`src/odo_pkg.sv`:
```
`timescale 1ns / 1ps
package odo_pkg;

    localparam int DIV_W = 26;
    localparam int CNT_W = 5;

    localparam logic [2:0] REG_TRACK_WIDTH = 3'd0;
    localparam logic [2:0] REG_EMA_ALPHA   = 3'd1;
    localparam logic [2:0] REG_MAX_WHEEL   = 3'd2;
    localparam logic [2:0] REG_MAX_LINEAR  = 3'd3;
    localparam logic [2:0] REG_MAX_STEP    = 3'd4;

    localparam logic [15:0] RST_TRACK_WIDTH = 16'd300;
    localparam logic [16:0] RST_EMA_ALPHA   = 17'd13107;
    localparam logic [14:0] RST_MAX_WHEEL   = 15'd20480;
    localparam logic [14:0] RST_MAX_LINEAR  = 15'd12288;
    localparam logic [15:0] RST_MAX_STEP    = 16'd50000;

    localparam logic [16:0] ALPHA_ONE  = 17'd65536;
    localparam logic [9:0]  RATE_SCALE = 10'd1000;

    localparam logic signed [35:0] HALF_TURN = 36'sd12867963509;
    localparam logic signed [35:0] FULL_TURN = 36'sd25735927019;
    localparam logic signed [35:0] WRAP_HIGH = 36'sd12867963510;

    typedef struct packed {
        logic load_p;
        logic load_q;
        logic commit;
    } lane_ctrl_t;

    typedef enum logic [3:0] {
        ST_IDLE,
        ST_LANE_P,
        ST_LANE_Q,
        ST_LANE_S,
        ST_MERGE,
        ST_SCALE,
        ST_DIV,
        ST_DIV_WAIT,
        ST_ANGLE,
        ST_PRODUCT,
        ST_ACCUM,
        ST_EMIT
    } odo_state_t;

endpackage

```
`src/odo_wheel_lane.sv`:
```
`timescale 1ns / 1ps
module odo_wheel_lane
    import odo_pkg::*;
(
    input  logic               clk,
    input  logic               rst_n,
    input  lane_ctrl_t         ctrl,
    input  logic signed [15:0] speed,
    input  logic [14:0]        wheel_max,
    input  logic [16:0]        alpha,
    output logic signed [31:0] smoothed
);

    logic signed [16:0] limit_pos;
    logic signed [16:0] limit_neg;
    logic signed [15:0] clamped;
    logic [16:0]        keep_w;
    logic signed [50:0] sum;

    logic signed [15:0] vclamp_reg;
    logic signed [49:0] p_reg;
    logic signed [33:0] q_reg;
    logic signed [31:0] smoothed_reg;

    always_comb
    begin
        limit_pos = $signed({2'b00, wheel_max});
        limit_neg = -limit_pos;
        if ($signed({speed[15], speed}) > limit_pos)
        begin
            clamped = limit_pos[15:0];
        end
        else if ($signed({speed[15], speed}) < limit_neg)
        begin
            clamped = limit_neg[15:0];
        end
        else
        begin
            clamped = speed;
        end
        keep_w = ALPHA_ONE - alpha;
        sum = 51'(p_reg) + (51'(q_reg) <<< 16);
    end

    always_ff @(posedge clk)
    begin
        if (ctrl.load_p)
        begin
            vclamp_reg <= clamped;
            p_reg      <= $signed({1'b0, keep_w}) * smoothed_reg;
        end
        if (ctrl.load_q)
        begin
            q_reg <= $signed({1'b0, alpha}) * vclamp_reg;
        end
    end

    always_ff @(posedge clk or negedge rst_n)
    begin
        if (!rst_n)
        begin
            smoothed_reg <= '0;
        end
        else if (ctrl.commit)
        begin
            smoothed_reg <= sum[47:16];
        end
    end

    assign smoothed = smoothed_reg;

endmodule

```
`config.mk`:
```
export PLATFORM = sky130hd
export DESIGN_NAME = odo_wheel_lane
export DESIGN_NICKNAME = d
export VERILOG_FILES = /design/src/odo_pkg.sv /design/src/odo_wheel_lane.sv
export SDC_FILE = /design/constraint.sdc
export NUM_CORES = 2
export LEC_CHECK = 0
export CAP_MARGIN = 20
export CORE_ASPECT_RATIO = 1.25
export CORE_MARGIN = 2
export CORE_UTILIZATION = 50
export CTS_BUF_LIST = sky130_fd_sc_hd__clkbuf_16
export DETAILED_ROUTE_END_ITERATION = 12
export DONT_BUFFER_PORTS = 1
export GPL_TIMING_DRIVEN = 0
export PLACE_DENSITY = 0.72
export SETUP_SLACK_MARGIN = 0.3
export SLEW_MARGIN = 20
export SYNTH_ARGS = -nofsm -noshare
export SYNTH_HDL_FRONTEND = slang
export SYNTH_SLANG_ARGS = --single-unit
```
`constraint.sdc`:
```
create_clock -name clk -period 19.15 [get_ports clk]
set_clock_uncertainty 0.2 [all_clocks]
set_input_delay 3.83 -clock clk [delete_from_list [all_inputs] [get_ports clk]]
set_output_delay 3.83 -clock clk [all_outputs]
set_load 0.02 [all_outputs]
```
# After elaboration in Yosys (flattened, before gate mapping)

Cells that the tools add are included.

Output and inout port bits: 32
Bits of input ports: 53
Register bits after elaboration: 128
Word-level logic and storage cells: 14

Magnitude comparators: 2
Muxes and demuxes: 2
Add/sub/neg operators: 3
Multipliers: 2

Operators by type and width:

| cell                                    | count |
|---|---|
| adder 48 bit                            | 1 |
| multiplier 18 x 32 -> 48 bit            | 1 |
| multiplier 18 x 16 -> 32 bit            | 1 |
| less-than comparator 16 x 17 -> 1 bit   | 1 |
| negation 15 -> 17 bit                   | 1 |
| subtractor 17 bit, first input constant | 1 |
| greater-than comparator 16 bit          | 1 |
| 2-to-1 mux 16 bit                       | 1 |
| 2-to-1 mux 15 bit                       | 1 |

# Depth between registers and ports, before layout

Depth after elaboration: 4
Depth in mapped cells: 32
Depth with buffers taken out: 28

# Worst setup path after synthesis

OpenSTA, ideal clock, no wires.

Path type: input port to flip-flop
From: input port alpha[9]
To: register p_reg[45], data pin
Required time: 18,681 ps
Buffers on the path: 2
Setup time: 269 ps
Setup slack: 7,993 ps
Stages: 26
Arrival time: 10,688 ps
Cells stage by stage: buf_2 > or4_4 > nor3_4 > nand3_1 > or3_1 > xor2_1 > clkbuf_1 > and2_1 > fa_1 > fa_1 > fa_1 > fa_1 > fa_1 > inv_1 > fa_1 > inv_1 > ha_1 > a21o_1 > a21o_1 > a21oi_1 > o21ai_0 > a21oi_1 > o21ai_0 > a211oi_1 > o31ai_1 > xor2_1

Cells in the longest elaborated chain, start to end: 2

RTL lines:

| element                      | RTL line             | source |
|---|---|---|
| start, declared              | odo_wheel_lane.sv:10 | `input logic [16:0] alpha,` |
| subtractor 17 bit            | odo_wheel_lane.sv:41 | `keep_w = ALPHA_ONE - alpha;` |
| multiplier 18 x 32 -> 48 bit | odo_wheel_lane.sv:50 | `p_reg <= $signed({1'b0, keep_w}) * smoothed_reg;` |
| end signal, assigned         | odo_wheel_lane.sv:50 |  |
| end, declared                | odo_wheel_lane.sv:21 | `logic signed [49:0] p_reg;` |

No other way between the ends.
A chain may end at the register's enable or synchronous reset.

# Final worst setup path

From: input port alpha[0]
To: register p_reg[45], data pin

The elaborated chain is that of the path after synthesis.

==> impl_metrics.json <==
{
  "vias_per_cell": 5.50,
  "path_clk_slew_ps": 80,
  "yosysSeqAreaShare": 0.0944,
  "slowest_delay_ps": 870,
  "arrival_ps": 13940,
  "netlist_instances": 3708,
  "first_iter_violations": 1673,
  "cts.path.max_buffers": 2,
  "grt_max_degree": 49,
  "coreArea_um2": 67000,
  "cts_tree": "done",
  "rows": 106,
  "dieArea_um2": 70000,
  "required_ps": 19060,
  "drive_above_1_share": 0.0172,
  "fmax_mhz": 71.3,
  "tightest_slew_ps": 1270,
  "port_buffers": 0,
  "cp_max_fo": 10,
  "ctsHtreeMaxLevel": 3,
  "yosysMostFrequentCell": "inv_1",
  "synth-edff-count": 80,
  "status": "completed",
  "setup_viol": 0,
  "die_width_um": 237,
  "slew_headroom": 0.152,
  "grt_overflow": 0,
  "gp_congestion": 0.961,
  "yosysTopAreaCell": "fa_1",
  "postCtsSetupBuffers": 0,
  "min_period_ps": 14030,
  "initial_utilization": 0.507,
  "finalHoldViolations": 0,
  "drt_first_pass_iters": 5,
  "tns_ps": 0,
  "fin_crit_sh": 0.733,
  "cts_made_buffers": 9,
  "hpwl_mm": 78.4,
  "antenna_found_initial": 9,
  "grt_pass1_wl_mm": 150,
  "drc": 0,
  "maxCapViolCount": 0,
  "synth_seq_cells": 112,
  "synthTopCellsByCount": "858 x inv_1, 716 x fa_1, 522 x nand2_1",
  "synth_ff_type": "edfxtp_1",
  "rsz0062_at_grt": "no",
  "clock_sinks": 112,
  "slowest_stage": "clkbuf_1",
  "wire_per_inst_um": 20.6,
  "io_pins": 85,
  "finalNetCount": 4776,
  "hold_path.class": "flip-flop to flip-flop",
  "crit_type": "input port to flip-flop",
  "synth_fp_nets": 4764,
  "cp_common_cell": "fa_1",
  "syn_to_final_growth_pct": 4.17,
  "start_kind": "input port",
  "antenna_left": 0,
  "avgSynthCellArea_um2": 9.15,
  "synth.distinct_cells": 66,
  "grt_pass1_vias": 27115,
  "vias": 25247,
  "yosys_warnings": 0,
  "clock-root-buffer": "clkbuf_16",
  "async_flop_share": 0.286,
  "holdBufCountCts": 0,
  "routed_wl_mm": 94.7,
  "crit_path_end_kind": "flip-flop",
  "clock_latency_ps": 380,
  "fp.dieH_um": 295,
  "grtUsageTotal": 0.283,
  "drv_slew": 0,
  "ctsResizeCount": 0,
  "fin_util": 0.528,
  "yosys-top-cells-area": "fa_1 42%, ha_1 11%, inv_1 9.5%",
  "yosys.area.top_type_share": 0.422,
  "synthesis.area_um2": 33900
}
==> stage by stage <==
stage | area, um2 | std cells | setup WS (ps) | hold slack (ps)
after floorplan | 33900 | 3708 | 7990 | 366
after global placement | 35000 | 4572 | 4830 | 378
after CTS | 35300 | 4588 | 5260 | 399
after global routing | 35400 | 4590 | 4880 | 418
after detailed placement | 35100 | 4572 | 4910 | 385
final | 35400 | 4592 | 5120 | 395
==> final timing paths <==
check	startpoint	to	slack [ps]	depth (start not counted)
min	q_reg[0]	smoothed[0]	390	2
min reg2reg	q_reg[0]	smoothed[0]	390	2
max in group asynchronous	rst_n	smoothed[6]	15680	0
max	alpha[0]	p_reg[45]	5120	29
min in group asynchronous	rst_n	smoothed[14]	2940	0
max reg2reg	smoothed[18]	p_reg[45]	10340	21
==> metal layers <==
metal / vias to the layer above / share of wire / wire (um) / global-route usage
met5: - / 0.00048 / 45 / 0
met4: 6 / 0.063 / 5960 / 0.150
met3: 294 / 0.077 / 7260 / 0.0545
met2: 1003 / 0.49 / 46600 / 0.492
met1: 12766 / 0.37 / 34800 / 0.334
li1: 11178 / - / - / -
==> layout make-up <==
class,count,area [um2]
Antenna cell,3,7.51
Buffer,172,657
Clock buffer,9,225
Clock inverter,7,40.0
Fill cell,6176,31600
Inverter,858,3220
Multi-Input combinational cell,2566,26900
Sequential cell,112,3200
Tap cell,864,1080
Timing Repair Buffer,1,15.0
==> worst max-delay path, delay by kind of cell <==
| family | cells | cell delay, ps |
|---|---|---|
| AOI/OAI and AO/OA | 7 | 2600 |
| xor gates and xnor gates | 2 | 810 |
| adders and majority gates | 8 | 3420 |
| buffers and inverters | 9 | 2720 |
| and+or+nand+nor | 3 | 540 |
==> placed cells by master, fill, tap and decap left out, drive strengths merged, types with 5 or more instances in the layout <==
cell type / count
inv: 861
fa: 716
nand2: 522
and2: 322
ha: 287
clkbuf: 163
a21oi: 81
edfxtp: 80
xnor2: 79
o21ai: 63
nor2: 59
a21o: 50
nor2b: 48
xor2: 35
dfrtp: 32
nand2b: 24
nand3: 24
mux2: 22
o21a: 20
nor3: 20
buf: 19
a211oi: 17
mux2i: 16
and3: 13
nand4: 13
or3: 13
a22oi: 12
o31ai: 11
o211ai: 9
o21bai: 9
a31o: 7
a31oi: 7
or2: 6
a211o: 5
==> kinds of logic (layout without fill, tap and decap cells) <==
family | Yosys count | count (layout) | share of synthesized area
AO/OA/AOI/OAI | 325 | 325 | 0.0629
XOR/XNOR | 117 | 117 | 0.0314
adder cells (fa/ha/maj) | 1003 | 1003 | 0.528
buffers and inverters | 1030 | 1047 | 0.114
flip-flops | 112 | 112 | 0.0944
multiplexers | 38 | 38 | 0.0120
other | 0 | 3 | 0
AND/OR/NAND/NOR | 1083 | 1083 | 0.157
Power is not shown: default switching activity piles up to over one toggle a cycle in this logic, so the estimate is an artifact.
