[config.mk]
export PLATFORM = sky130hd
export DESIGN_NAME = odo_rate_div
export DESIGN_NICKNAME = d
export VERILOG_FILES = /design/src/odo_pkg.sv /design/src/odo_rate_div.sv
export SDC_FILE = /design/constraint.sdc
export NUM_CORES = 1
export LEC_CHECK = 0
export BUFFER_PORTS_ARGS = -buffer_cell sky130_fd_sc_hd__buf_2
export CAP_MARGIN = 10
export CORE_MARGIN = 3
export CORE_UTILIZATION = 50
export CTS_BUF_LIST = sky130_fd_sc_hd__clkbuf_16
export DETAILED_ROUTE_END_ITERATION = 6
export GPL_ROUTABILITY_DRIVEN = 1
export GPL_TIMING_DRIVEN = 0
export MAX_ROUTING_LAYER = met4
export PLACE_DENSITY = 0.77
export SLEW_MARGIN = 20
export SYNTH_ARGS = -nofsm -noshare
export SYNTH_HDL_FRONTEND = slang
export SYNTH_SLANG_ARGS = --single-unit
[constraint.sdc]
create_clock -name clk -period 4.9 [get_ports clk]
set_clock_uncertainty 0.1 [all_clocks]
set_input_delay 0.245 -clock clk [delete_from_list [all_inputs] [get_ports clk]]
set_output_delay 0.245 -clock clk [all_outputs]
set_load 0.01 [all_outputs]
[src/odo_pkg.sv]
`timescale 1ns / 1ps
package odo_pkg;

    localparam int DIV_W = 26;
    localparam int CNT_W = 5;

    localparam logic [2:0] REG_TRACK_WIDTH = 3'd0;
    localparam logic [2:0] REG_EMA_ALPHA   = 3'd1;
    localparam logic [2:0] REG_MAX_WHEEL   = 3'd2;
    localparam logic [2:0] REG_MAX_LINEAR  = 3'd3;
    localparam logic [2:0] REG_MAX_STEP    = 3'd4;

    localparam logic [15:0] RST_TRACK_WIDTH = 16'd300;
    localparam logic [16:0] RST_EMA_ALPHA   = 17'd13107;
    localparam logic [14:0] RST_MAX_WHEEL   = 15'd20480;
    localparam logic [14:0] RST_MAX_LINEAR  = 15'd12288;
    localparam logic [15:0] RST_MAX_STEP    = 16'd50000;

    localparam logic [16:0] ALPHA_ONE  = 17'd65536;
    localparam logic [9:0]  RATE_SCALE = 10'd1000;

    localparam logic signed [35:0] HALF_TURN = 36'sd12867963509;
    localparam logic signed [35:0] FULL_TURN = 36'sd25735927019;
    localparam logic signed [35:0] WRAP_HIGH = 36'sd12867963510;

    typedef struct packed {
        logic load_p;
        logic load_q;
        logic commit;
    } lane_ctrl_t;

    typedef enum logic [3:0] {
        ST_IDLE,
        ST_LANE_P,
        ST_LANE_Q,
        ST_LANE_S,
        ST_MERGE,
        ST_SCALE,
        ST_DIV,
        ST_DIV_WAIT,
        ST_ANGLE,
        ST_PRODUCT,
        ST_ACCUM,
        ST_EMIT
    } odo_state_t;

endpackage

[src/odo_rate_div.sv]
`timescale 1ns / 1ps
module odo_rate_div
    import odo_pkg::*;
(
    input  logic             clk,
    input  logic             rst_n,
    input  logic             start,
    input  logic [DIV_W-1:0] dividend,
    input  logic [15:0]      divisor,
    output logic             busy,
    output logic [DIV_W-1:0] quotient
);

    logic [16:0]      trial;
    logic             fits;

    logic             busy_reg;
    logic [CNT_W-1:0] cnt_reg;
    logic [15:0]      rem_reg;
    logic [15:0]      div_reg;
    logic [DIV_W-1:0] quot_reg;

    always_comb
    begin
        trial = {rem_reg, quot_reg[DIV_W-1]};
        fits  = trial >= {1'b0, div_reg};
    end

    always_ff @(posedge clk or negedge rst_n)
    begin
        if (!rst_n)
        begin
            busy_reg <= 1'b0;
            cnt_reg  <= '0;
        end
        else if (start)
        begin
            busy_reg <= 1'b1;
            cnt_reg  <= CNT_W'(DIV_W);
        end
        else if (busy_reg)
        begin
            busy_reg <= cnt_reg != CNT_W'(1);
            cnt_reg  <= cnt_reg - CNT_W'(1);
        end
    end

    always_ff @(posedge clk)
    begin
        if (start)
        begin
            rem_reg  <= '0;
            div_reg  <= divisor;
            quot_reg <= dividend;
        end
        else if (busy_reg)
        begin
            if (fits)
            begin
                rem_reg <= 16'(trial - {1'b0, div_reg});
            end
            else
            begin
                rem_reg <= trial[15:0];
            end
            quot_reg <= {quot_reg[DIV_W-2:0], fits};
        end
    end

    assign busy     = busy_reg;
    assign quotient = quot_reg;

endmodule

* Word level (Yosys, flattened, before mapping)
Cells that the tools add are included. Widths: inputs -> output; s select.
Operators by class: $add $sub $neg 2, magnitude comparators 1, equal/unequal tests 1, multiplexer cells 7, reductions and logical operators 1
Operator list (number):
- $mux 26 | 2
- $ge 17x16->1 | 1
- $mux 16 | 1
- $sub 16x16->16 | 1
- $mux 5 | 2
- $ne 5x1->1 const B | 1
- $sub 5x1->5 const B | 1
- $mux 1 | 2
- $reduce_bool 2->1 | 1
Word-level totals: flip-flop bits (word level) 64, bits of input ports 45, output and inout bits 27, word-level logic and storage cells 17

* Logic depth before layout (Yosys ltp)
Gate-level depths: netlist of run 1.
depth after elaboration 3, mapped depth 11, gate-level depth less buffers 10

* Worst setup path after synthesis of run 1
No wires, ideal clock.
path kind register -> register, start register div_reg[12], end register quot_reg[0] (netlist: quotient[0]), data pin, library setup time 260 ps, arrival time 2087 ps, data required time 4540 ps, slack 2454 ps, cell stages (with the launch flop) 11, buffers on the path 2, period minus slack after synthesis 2446 ps, cell sequence edfxtp_1 -> inv_1 -> ha_1 -> a21oi_1 -> nand2_1 -> a211oi_2 -> o21ai_2 -> a211o_2 -> buf_8 -> buf_12 -> mux2_2
On the way: cells in the longest elaborated chain, start to end 3
Ends and longest elaborated chain:
- from (decl) | line odo_rate_div.sv:20 | logic [15:0] div_reg;
- from (signal assigned) | line odo_rate_div.sv:53 | div_reg <= divisor;
- $ge 17x16->1 | line odo_rate_div.sv:26 | fits = trial >= {1'b0, div_reg};
- $mux 26 | line odo_rate_div.sv:56 | else if (busy_reg)
- $mux 26 | line odo_rate_div.sv:50 | if (start)
- to (signal assigned) | line odo_rate_div.sv:54 | quot_reg <= dividend;
- to (signal assigned) | line odo_rate_div.sv:66 | quot_reg <= {quot_reg[DIV_W-2:0], fits};
- to (decl) | line odo_rate_div.sv:21 | logic [DIV_W-1:0] quot_reg;
Every way passes these cells. The select of a mux whose other input is x is not followed. A chain may end at the register's enable or synchronous reset.

* Worst setup path in the final report of run 1
Same ends and word-level chain as after synthesis.

==> results of run 1 <==
## per-layer routing
| metal | GRT usage | vias up | share of wire |
|---|---|---|---|
| met2 | 0.320 | 72 | 0.49 |
| met4 | 0.0971 | 0 | 0.024 |
| met1 | 0.241 | 1228 | 0.44 |
| met5 | - | - | 0 |
| li1 | - | 1294 | - |
| met3 | 0.0609 | 18 | 0.049 |
## metrics by stage
step           instance area (sq um)  std cells  setup slack [ps]   util  hold slack (ps)
6_report                        4480        496              2230  0.682              116
5_1_grt                         4480        496              2110  0.682              112
4_1_cts                         4480        496              2220  0.682              106
3_5_place_dp                    3980        463              2260  0.606            -20.6
3_3_place_gp                    3980        463              2310  0.606            -24.2
2_1_floorplan                   3510        299              2450      -             -151
## worst max-delay path: stages, from the launching register on
cell      delay [ps]
edfxtp_1         310
inv_1             40
ha_1             360
a21oi_1          240
nand2_1          130
a211oi_2         230
o21ai_2          100
a211o_2          350
buf_8            160
buf_12           150
mux2_2           250
## cells in the final DEF, fill, tap and decap left out, types with 2 or more instances in the layout
cell type / n
inv_6: 2
clkbuf_16: 9
a21boi_0: 2
clkbuf_1: 3
dfxtp_1: 16
mux2_2: 26
buf_2: 71
clkbuf_8: 2
o31ai_1: 3
xor2_1: 7
clkinv_4: 3
nor2_1: 25
a21o_1: 3
edfxtp_1: 42
xnor2_1: 9
nand4_1: 3
dfrtp_1: 6
o211ai_1: 2
nor3_1: 5
o21ai_2: 2
a211oi_1: 10
o41ai_1: 2
a21oi_1: 10
o21ai_0: 11
buf_6: 3
nor2b_1: 3
nand3_1: 2
ha_1: 18
nand2b_1: 7
dlygate4sd3_1: 17
mux2i_1: 14
a211oi_2: 2
bufinv_16: 2
nand2_1: 15
nor4_1: 2
inv_1: 21
## worst paths after layout
kind	cells past startpoint	to	slack [ps]	start
setup / recovery	10	quotient[0]$_DFFE_PP_	2230	div_reg[12]$_DFFE_PP_
hold / removal	2	quotient[13]$_DFFE_PP_	120	dividend[13]
setup reg to reg	10	quotient[0]$_DFFE_PP_	2230	div_reg[12]$_DFFE_PP_
hold reg to reg	2	rem_reg[8]$_SDFFE_PP0P_	390	rem_reg[8]$_SDFFE_PP0P_
max in group asynchronous	2	cnt_reg[1]$_DFFE_PN0P_	4390	rst_n
min in group asynchronous	2	cnt_reg[0]$_DFFE_PN0P_	170	rst_n
## final cells by class
class                      instances  area, sq um
fill                             501         2090
sequential                        64         1730
multi-input combinational        204         1590
timing repair buffer              88          526
clock buffer                       9          225
tap                               93          116
buffer                            10          108
clock inverter                     7          104
inverter                          21         78.8
## cell families after synthesis
kind of cell | synth area share
simple gates | 0.104
xor+xnor | 0.0399
flops | 0.493
fa+ha+maj | 0.0699
mux | 0.128
buf+inv | 0.0531
compound gates | 0.113
## power by group through the flow
stage	Sequential (mW)	Combinational (mW)	Clock, mW
floorplan	0.755	0.670	0
global placement	0.752	0.832	0
detailed placement	0.755	0.852	0
CTS	0.748	0.877	0.713
global route	0.763	0.964	0.737
finish	0.748	0.875	0.701
## repair_timing
action / 4_1_cts / 5_1_grt
hold buffers: 17 / 0
endpoints found under the hold margin: 22 / 0
buffers inserted: 0 / 0
resized for setup: 0 / 0
==> metrics, run 1 <==
IO Pins=72; Final period util=0.545; Unique masters post-synth=53; total CTS buffers=9; EDFF count, synth=42; die width=89.8 microns; top cell type by total area after synthesis=edfxtp_1; Clock Path Buffers=2; Net Switching=764 uW; worst-margin pin slew=974 ps; IO buf count=71; CTS tree=built; power per cell area=518 nW/um^2; share of total power in the clock network=0.302; NumNets Final=462; minimum clock period=2670 ps; Iter 0 DRT Violations=108; Mapped Nets=363; Worst Path Required=4880 ps; vias in the first global route=2,702; Max Clk Rate=374 MHz; VDD IR max=0.000378 V; Synth top area share=0.359; cell count after synthesis=299; share of the yosys chip area belonging to registers=0.493; hpwl dp=5.21 mm; detail-routed via count per cell=5.27; residual DRC count=0; antenna violations before repair=0; pin count of the biggest net entering global routing=27; RSZ-0062 raised after global routing=false; Pre-antenna DRT Iters=5; initial core utilization=0.535; Syn Area/Cell=11.7 sq um; Ys Warns=0; Ant. Diodes=0; #FFs+latches synth=64; Largest register FFs=26; Fin. Hold Viols=0; Area Overhead vs Synth=27.7%; max_cap viols=0; fraction of registers with async set or reset after synthesis=0.0938; largest cells by area after synthesis=edfxtp_1 (36%), dfxtp_1 (9.1%), mux2_2 (8.3%), ha_1 (6.4%), dfrtp_1 (4.3%); Final setup viols=0; clock sinks=64; layout cells sized above 1=0.323; P_leak=1.94 nW; CTS clk-pin slew, worst paths=60 ps; Worst EP arrival=2650 ps; WL/cell=15.2 microns; status=finished clean; Die Span Y=89.8 microns; final WL=7.53 mm; critical path class=reg2reg; crit end category=flop; share of power burned in registers=0.322; critical path launch point type=flop; total internal power=1.56 mW; max-slew violations=0; Critical Path Fanout Max=10; CTS Root Cell=clkbuf_16; top cells by count, synth=edfxtp_1 (42), mux2_2 (26), nor2_1 (25), inv_1 (21), ha_1 (18); Slew HR=0.350; Hold Crit Class=in2reg; clock latency on the worst-skew pair=330 ps; Vias=2,612; Top FF cell, synth=edfxtp_1; GRT overflow=0; CTS HTree Levels=3; count leader, synth=edfxtp_1; mapped cell area=3510 sq um; Final GP Congestion=0.835; antenna viol nets, final=0; total power draw=2.32 mW; Core Box Area=6570 sq um; switch share=0.329; Setup TNS=0 ps; Die ar.=8060 sq um; row cnt=29; first-pass GRT wire length=12.8 mm; gr usage total=0.204; Logic pwr share=0.377
Note: power is estimated with default switching activity, not from simulation.
==> run 2, diff against run 1 <==
Settings changed: PLACE_DENSITY 0.77 to 0.8.
Clock period 4.9 ns to 2.3 ns, I/O delays scaled along.
==> run 2 against run 1 <==
The run now ends with setup timing left. Combinational power rose to 3.0 times the previous value. Hold slack got worse by 110 ps. First-iteration DRC count grew 60%. Power increased by 150%. Sequential cell count did not move. Critical endpoint unchanged. Worst setup slack lost 2400 ps. Critical path depth is 1 lower. Global-route usage rose by 4.4 points. Largest cell class is now multi-input combinational cells. Non-clock buffer count up 39. Via count up 11%. Core utilization up 10 points.
==> metrics, run 2 (same netlist as run 1, synthesis figures left out) <==
crit end category=flop (unchanged); Largest register FFs=26 (unchanged); worst path cell trace=inv_2, ha_4, a21oi_4, nand2_2, a211oi_4, o21ai_4, a211o_4, clkbuf_16, mux2_2 (was inv_1, ha_1, a21oi_1, nand2_1, a211oi_2, o21ai_2, a211o_2, buf_8, buf_12, mux2_2); P_leak=2.11 nW (was 1.94 nW); R2R depth=9 (was 10); NumNets Final=502 (was 462); residual DRC count=0 (unchanged); GRT overflow=0 (unchanged); share of power burned in registers=0.288 (was 0.322); Logic pwr share=0.465 (was 0.377); gr usage total=0.248 (was 0.204); first-pass GRT wire length=15.4 mm (was 12.8 mm); Final GP Congestion=0.866 (was 0.835); share of total power in the clock network=0.246 (was 0.302); Max Clk Rate=408 MHz (was 374 MHz); critical path launch point type=flop (unchanged); failing checks=setup timing; layout cells sized above 1=0.442 (was 0.323); critical path class=reg2reg (unchanged); max_cap viols=0 (unchanged); switch share=0.349 (was 0.329); detail-routed via count per cell=5.43 (was 5.27); row cnt=29 (unchanged); hpwl dp=5.42 mm (was 5.21 mm); clock sinks=64 (unchanged); commonest non-fill, non-tap cell in the layout=buf_2 (unchanged); commonest cells after routing, fill and taps aside=buf_2 (71), edfxtp_1 (42), dlygate4sd3_1 (41) (was buf_2 (71), edfxtp_1 (42), mux2_2 (26)); power per cell area=1110 nW/um^2 (was 518 nW/um^2); placed cell count=463 (unchanged); max-slew violations=0 (unchanged); WL/cell=18.2 microns (was 15.2 microns); total power draw=5.72 mW (was 2.32 mW); Setup TNS=-1220 ps (was 0 ps); pin count of the biggest net entering global routing=27 (unchanged); Final period util=1.06 (was 0.545); CP Capture Point=quotient[0]$_DFFE_PP_ (unchanged); CTS HTree Levels=3 (unchanged); r2r startpoint=div_reg[12]$_DFFE_PP_ (unchanged); Pre-antenna DRT Iters=4 (was 5); status=finished, violations left (was finished clean); crit-path max cell delay=390 ps (was 360 ps); crit path from=div_reg[12]$_DFFE_PP_ (unchanged); Iter 0 DRT Violations=173 (was 108); Clock Path Buffers=2 (unchanged); die width=89.8 microns (unchanged); Final Util=0.787 (was 0.682); vias in the first global route=3,045 (was 2,702); initial core utilization=0.535 (unchanged); IO buf count=71 (unchanged); Worst EP arrival=2430 ps (was 2650 ps); VDD IR max=0.000708 V (was 0.000378 V); Fin Hold WS=4.70 ps (was 116 ps); Hold Crit Class=in2reg (unchanged); Fin. Hold Viols=0 (unchanged); reg-to-reg endpoint=quotient[0]$_DFFE_PP_ (unchanged); hold path startpoint=dividend[0] (was dividend[13]); Ant. Diodes=0 (unchanged); antenna viol nets, final=0 (unchanged); CTS Root Cell=clkbuf_16 (unchanged); final WL=9.76 mm (was 7.53 mm); Area Overhead vs Synth=47.2% (was 27.7%); worst-margin pin slew=594 ps (was 974 ps); IO Pins=72 (unchanged); Final setup viols=16 (was 0); minimum clock period=2450 ps (was 2670 ps); Slowest-stage cell, CP=a211o_4 (was ha_1); Core Box Area=6570 sq um (unchanged); Die ar.=8060 sq um (unchanged); Slew HR=0.604 (was 0.350); CTS tree=built (unchanged); reg-to-reg setup timing slack=-150 ps (was 2230 ps); clock latency on the worst-skew pair=330 ps (about the same); Layout Cells excl Fill=536 (was 496); CTS clk-pin slew, worst paths=60 ps (about the same); antenna violations before repair=0 (unchanged); RSZ-0062 raised after global routing=true (was false); total CTS buffers=9 (unchanged); Vias=2,912 (was 2,612); Worst Path Required=2290 ps (was 4880 ps); PnR worst setup slack=-149 ps (was 2230 ps); Die Span Y=89.8 microns (unchanged); Critical Path Fanout Max=5 (was 10); Net Switching=2.00 mW (was 764 uW); total internal power=3.73 mW (was 1.56 mW)
==> run 2: cell count changes in the layout (fill, tap and decap cells not counted), moves of 6 or more <==
cell | previous run | this run
buf_4 | 0 | 13
inv_2 | 0 | 6
dlygate4sd3_1 | 17 | 41
ha_4 | 0 | 10
ha_1 | 18 | 6
a21oi_1 | 10 | 4
inv_1 | 21 | 14
==> run 2: worst max-delay path: cells and delay by family (launching register included) <==
family / cells / cell delay [ps]
flip-flops: 1 / 370
adder cells (fa/ha/maj): 1 / 220
AND/OR/NAND/NOR: 1 / 90
AO/OA/AOI/OAI: 4 / 910
multiplexers: 1 / 250
buffers and inverters: 2 / 260
==> run 2: cell type report <==
| cell class | instances | area, sq um |
|---|---|---|
| Inverter | 21 | 82.6 |
| Fill cell | 365 | 1400 |
| Clock buffer | 9 | 225 |
| Buffer | 9 | 92.6 |
| Timing Repair inverter | 1 | 7.51 |
| Tap cell | 93 | 116 |
| Clock inverter | 7 | 80.1 |
| Timing Repair Buffer | 128 | 920 |
| Sequential cell | 64 | 1730 |
| Multi-Input combinational cell | 204 | 1910 |
==> run 2: per-stage QoR <==
stage | setup WS [ps] | area (sq um)
after global placement | -184 | 4100
after floorplan | -8.27 | 3630
after global routing | -262 | 5170
after detailed placement | -208 | 4100
after CTS | -143 | 4950
final | -149 | 5170
==> run 2: how the worst min path moves through the flow <==
| stage | to | slack (ps) | depth (start not counted) |
|---|---|---|---|
| after floorplan | busy$_DFF_PN0_ | -280 | 0 |
| after global placement | cnt_reg[3]$_DFFE_PN0P_ | -160 | 1 |
| after detailed placement | cnt_reg[3]$_DFFE_PN0P_ | -150 | 1 |
| after CTS | quotient[0]$_DFFE_PP_ | 2 | 2 |
| after global routing | quotient[0]$_DFFE_PP_ | 4 | 2 |
| final | quotient[0]$_DFFE_PP_ | 5 | 2 |
==> run 2: power groups by stage <==
| stage | Sequential (mW) | Combinational, mW | Clock, mW |
|---|---|---|---|
| after floorplan | 1.64 | 1.54 | 0 |
| after global placement | 1.63 | 1.90 | 0 |
| after detailed placement | 1.64 | 1.95 | 0 |
| after CTS | 1.63 | 2.25 | 1.41 |
| after global routing | 1.67 | 2.86 | 1.49 |
| final | 1.65 | 2.66 | 1.41 |
==> run 2: per-layer routing <==
layer  routed length (microns)  track usage  vias up  part of all wire
met1                      3970        0.299     1404              0.41
met2                      5060        0.412      106              0.52
met5                         0            -        -                 0
met3                       476       0.0559       19             0.049
li1                          -            -     1383                 -
met4                       252       0.0894        0             0.026
==> run 2: repair_timing <==
item / 4_1_cts / 5_1_grt
endpoints found under the hold margin: 46 / 0
gates cloned: 0 / 2
gates resized for setup: 25 / 32
pin swaps: 13 / 25
setup buffers: 6 / 9
hold buffers: 41 / 0
setup endpoints to repair: 17 / 43
==> run 3, diff against run 2 <==
Settings changed: CORE_MARGIN 3 to not set.
==> run 3 against run 2 <==
The flow still finishes with violations (setup timing). Non-clock buffer count grew 6. Cell count increased by 1.7%. Core utilization shrank 2.8 points. Die area decreased by 8.7%. Register-to-register slack better by 70 ps. Critical endpoint unchanged. Largest cell class unchanged.
==> metrics, run 3 (same netlist as run 1, synthesis figures left out) <==
Area Overhead vs Synth=46.9% (was 47.2%); Critical Path Fanout Max=6 (was 5); max_cap viols=0 (unchanged); crit end category=flop (unchanged); WL/cell=16.6 microns (was 18.2 microns); Final setup viols=17 (was 16); worst path cell trace=inv_2, ha_4, nand4_1, nor2_2, a211oi_2, o21ai_2, a211o_4, buf_12, mux2_2 (was inv_2, ha_4, a21oi_4, nand2_2, a211oi_4, o21ai_4, a211o_4, clkbuf_16, mux2_2); PnR worst setup slack=-78.6 ps (was -149 ps); VDD IR max=0.000518 V (was 0.000708 V); Slew HR=0.614 (was 0.604); vias in the first global route=3,045 (unchanged); layout cells sized above 1=0.430 (was 0.442); Die Span Y=85.8 microns (was 89.8 microns); power per cell area=1070 nW/um^2 (was 1110 nW/um^2); Pre-antenna DRT Iters=4 (unchanged); die width=85.8 microns (was 89.8 microns); Slowest-stage cell, CP=a211o_4 (unchanged); minimum clock period=2380 ps (was 2450 ps); max-slew violations=0 (unchanged); P_leak=2.13 nW (was 2.11 nW); final WL=9.04 mm (was 9.76 mm); CTS Root Cell=clkbuf_16 (unchanged); failing checks=setup timing (unchanged); clock latency on the worst-skew pair=320 ps (was 330 ps); IO Pins=72 (unchanged); row cnt=30 (was 29); Core Box Area=6790 sq um (was 6570 sq um); total CTS buffers=9 (unchanged); Final period util=1.03 (was 1.06); initial core utilization=0.517 (was 0.535); Max Clk Rate=420 MHz (was 408 MHz); Ant. Diodes=0 (unchanged); IO buf count=71 (unchanged); Finished Cell Area=5160 sq um (was 5170 sq um); critical path launch point type=flop (unchanged); commonest non-fill, non-tap cell in the layout=buf_2 (unchanged); CTS tree=built (unchanged); Iter 0 DRT Violations=164 (was 173); Final GP Congestion=0.870 (was 0.866); reg-to-reg setup timing slack=-80 ps (was -150 ps); Vias=2,911 (was 2,912); Fin Hold WS=7.47 ps (was 4.70 ps); antenna viol nets, final=0 (unchanged); hpwl dp=5.18 mm (was 5.42 mm); Worst EP arrival=2350 ps (was 2430 ps); Die ar.=7360 sq um (was 8060 sq um); CTS clk-pin slew, worst paths=60 ps (about the same); residual DRC count=0 (unchanged); Hold Crit Class=in2reg (unchanged); Clock Path Buffers=2 (unchanged); first-pass GRT wire length=14.0 mm (was 15.4 mm); Fin. Hold Viols=0 (unchanged); Worst Path Required=2280 ps (was 2290 ps); crit-path max cell delay=400 ps (was 390 ps); critical path class=reg2reg (unchanged); # fillers=419 (was 365); CTS HTree Levels=3 (unchanged); Area after DPL=4100 sq um (about the same); GRT overflow=0 (unchanged); antenna violations before repair=0 (unchanged); clock sinks=64 (unchanged); RSZ-0062 raised after global routing=true (unchanged); gr usage total=0.259 (was 0.248); pin count of the biggest net entering global routing=27 (unchanged); commonest cells after routing, fill and taps aside=buf_2 (71), edfxtp_1 (42), dlygate4sd3_1 (41) (unchanged); worst-margin pin slew=578 ps (was 594 ps); NumNets Final=508 (was 502); detail-routed via count per cell=5.34 (was 5.43); Largest register FFs=26 (unchanged); status=finished, violations left (unchanged)
-- run 3: final timing paths --
| path | endpoint | start | depth (start not counted) |
|---|---|---|---|
| hold reg to reg | rem_reg[12]$_SDFFE_PP0P_ | rem_reg[12]$_SDFFE_PP0P_ | 2 |
| setup reg to reg | quotient[0]$_DFFE_PP_ | div_reg[12]$_DFFE_PP_ | 9 |
| min in group asynchronous | busy$_DFF_PN0_ | rst_n | 2 |
| max in group asynchronous | cnt_reg[2]$_DFFE_PN0P_ | rst_n | 2 |
| setup / recovery | quotient[0]$_DFFE_PP_ | div_reg[12]$_DFFE_PP_ | 9 |
| hold / removal | quotient[22]$_DFFE_PP_ | dividend[22] | 2 |
-- run 3: power by group --
group | switching (mW) | total (mW) | internal [mW]
Sequential | 0.190 | 1.65 | 1.46
Combinational | 1.18 | 2.57 | 1.39
Clock | 0.501 | 1.33 | 0.828
-- run 3: final cells by class --
type / count / area [sq um] / area share
multi-input cells: 204 / 1870 / 0.363
repair buffers: 134 / 961 / 0.186
clock inverters: 7 / 63.8 / 0.0124
flip-flops and latches: 64 / 1740 / 0.336
plain buffers: 9 / 92.6 / 0.0179
inverters: 21 / 82.6 / 0.0160
repair inverters: 1 / 7.51 / 0.00146
clock buffers: 9 / 225 / 0.0437
well taps: 96 / 120 / 0.0233
-- run 3: stage by stage --
stage | util | instances | setup TNS [ps] | worst slack, ps | total power, mW
floorplan | - | 299 | -8.27 | -8.27 | 3.18
global placement | 0.604 | 466 | -1350 | -182 | 3.53
detailed placement | 0.604 | 466 | -1970 | -220 | 3.59
CTS | 0.743 | 540 | -188 | -77.6 | 5.33
global route | 0.759 | 545 | -2880 | -193 | 5.81
finish | 0.759 | 545 | -825 | -78.6 | 5.55
-- run 3: what timing repair did --
item / 4_1_cts / 5_1_grt
pin swaps: 23 / 18
setup endpoints to repair: 17 / 43
hold buffers: 41 / 0
gates cloned: 0 / 2
endpoints found under the hold margin: 46 / 0
resized for setup: 25 / 18
buffers inserted: 17 / 4
-- run 3: critical path, delay by kind of cell, from the launching register on --
kind | cells | cell delay, ps
AOI/OAI and AO/OA | 3 | 670
adders and majority gates | 1 | 230
buffers and inverters | 2 | 230
DFF | 1 | 370
muxes | 1 | 250
and+or+nand+nor | 2 | 260
-- run 3: layer usage --
metal | part of all wire | up-vias | global-route usage
met5 | 0 | - | -
met4 | 0.021 | 0 | 0.111
met3 | 0.060 | 20 | 0.0606
met2 | 0.50 | 110 | 0.443
met1 | 0.42 | 1391 | 0.290
li1 | - | 1390 | -
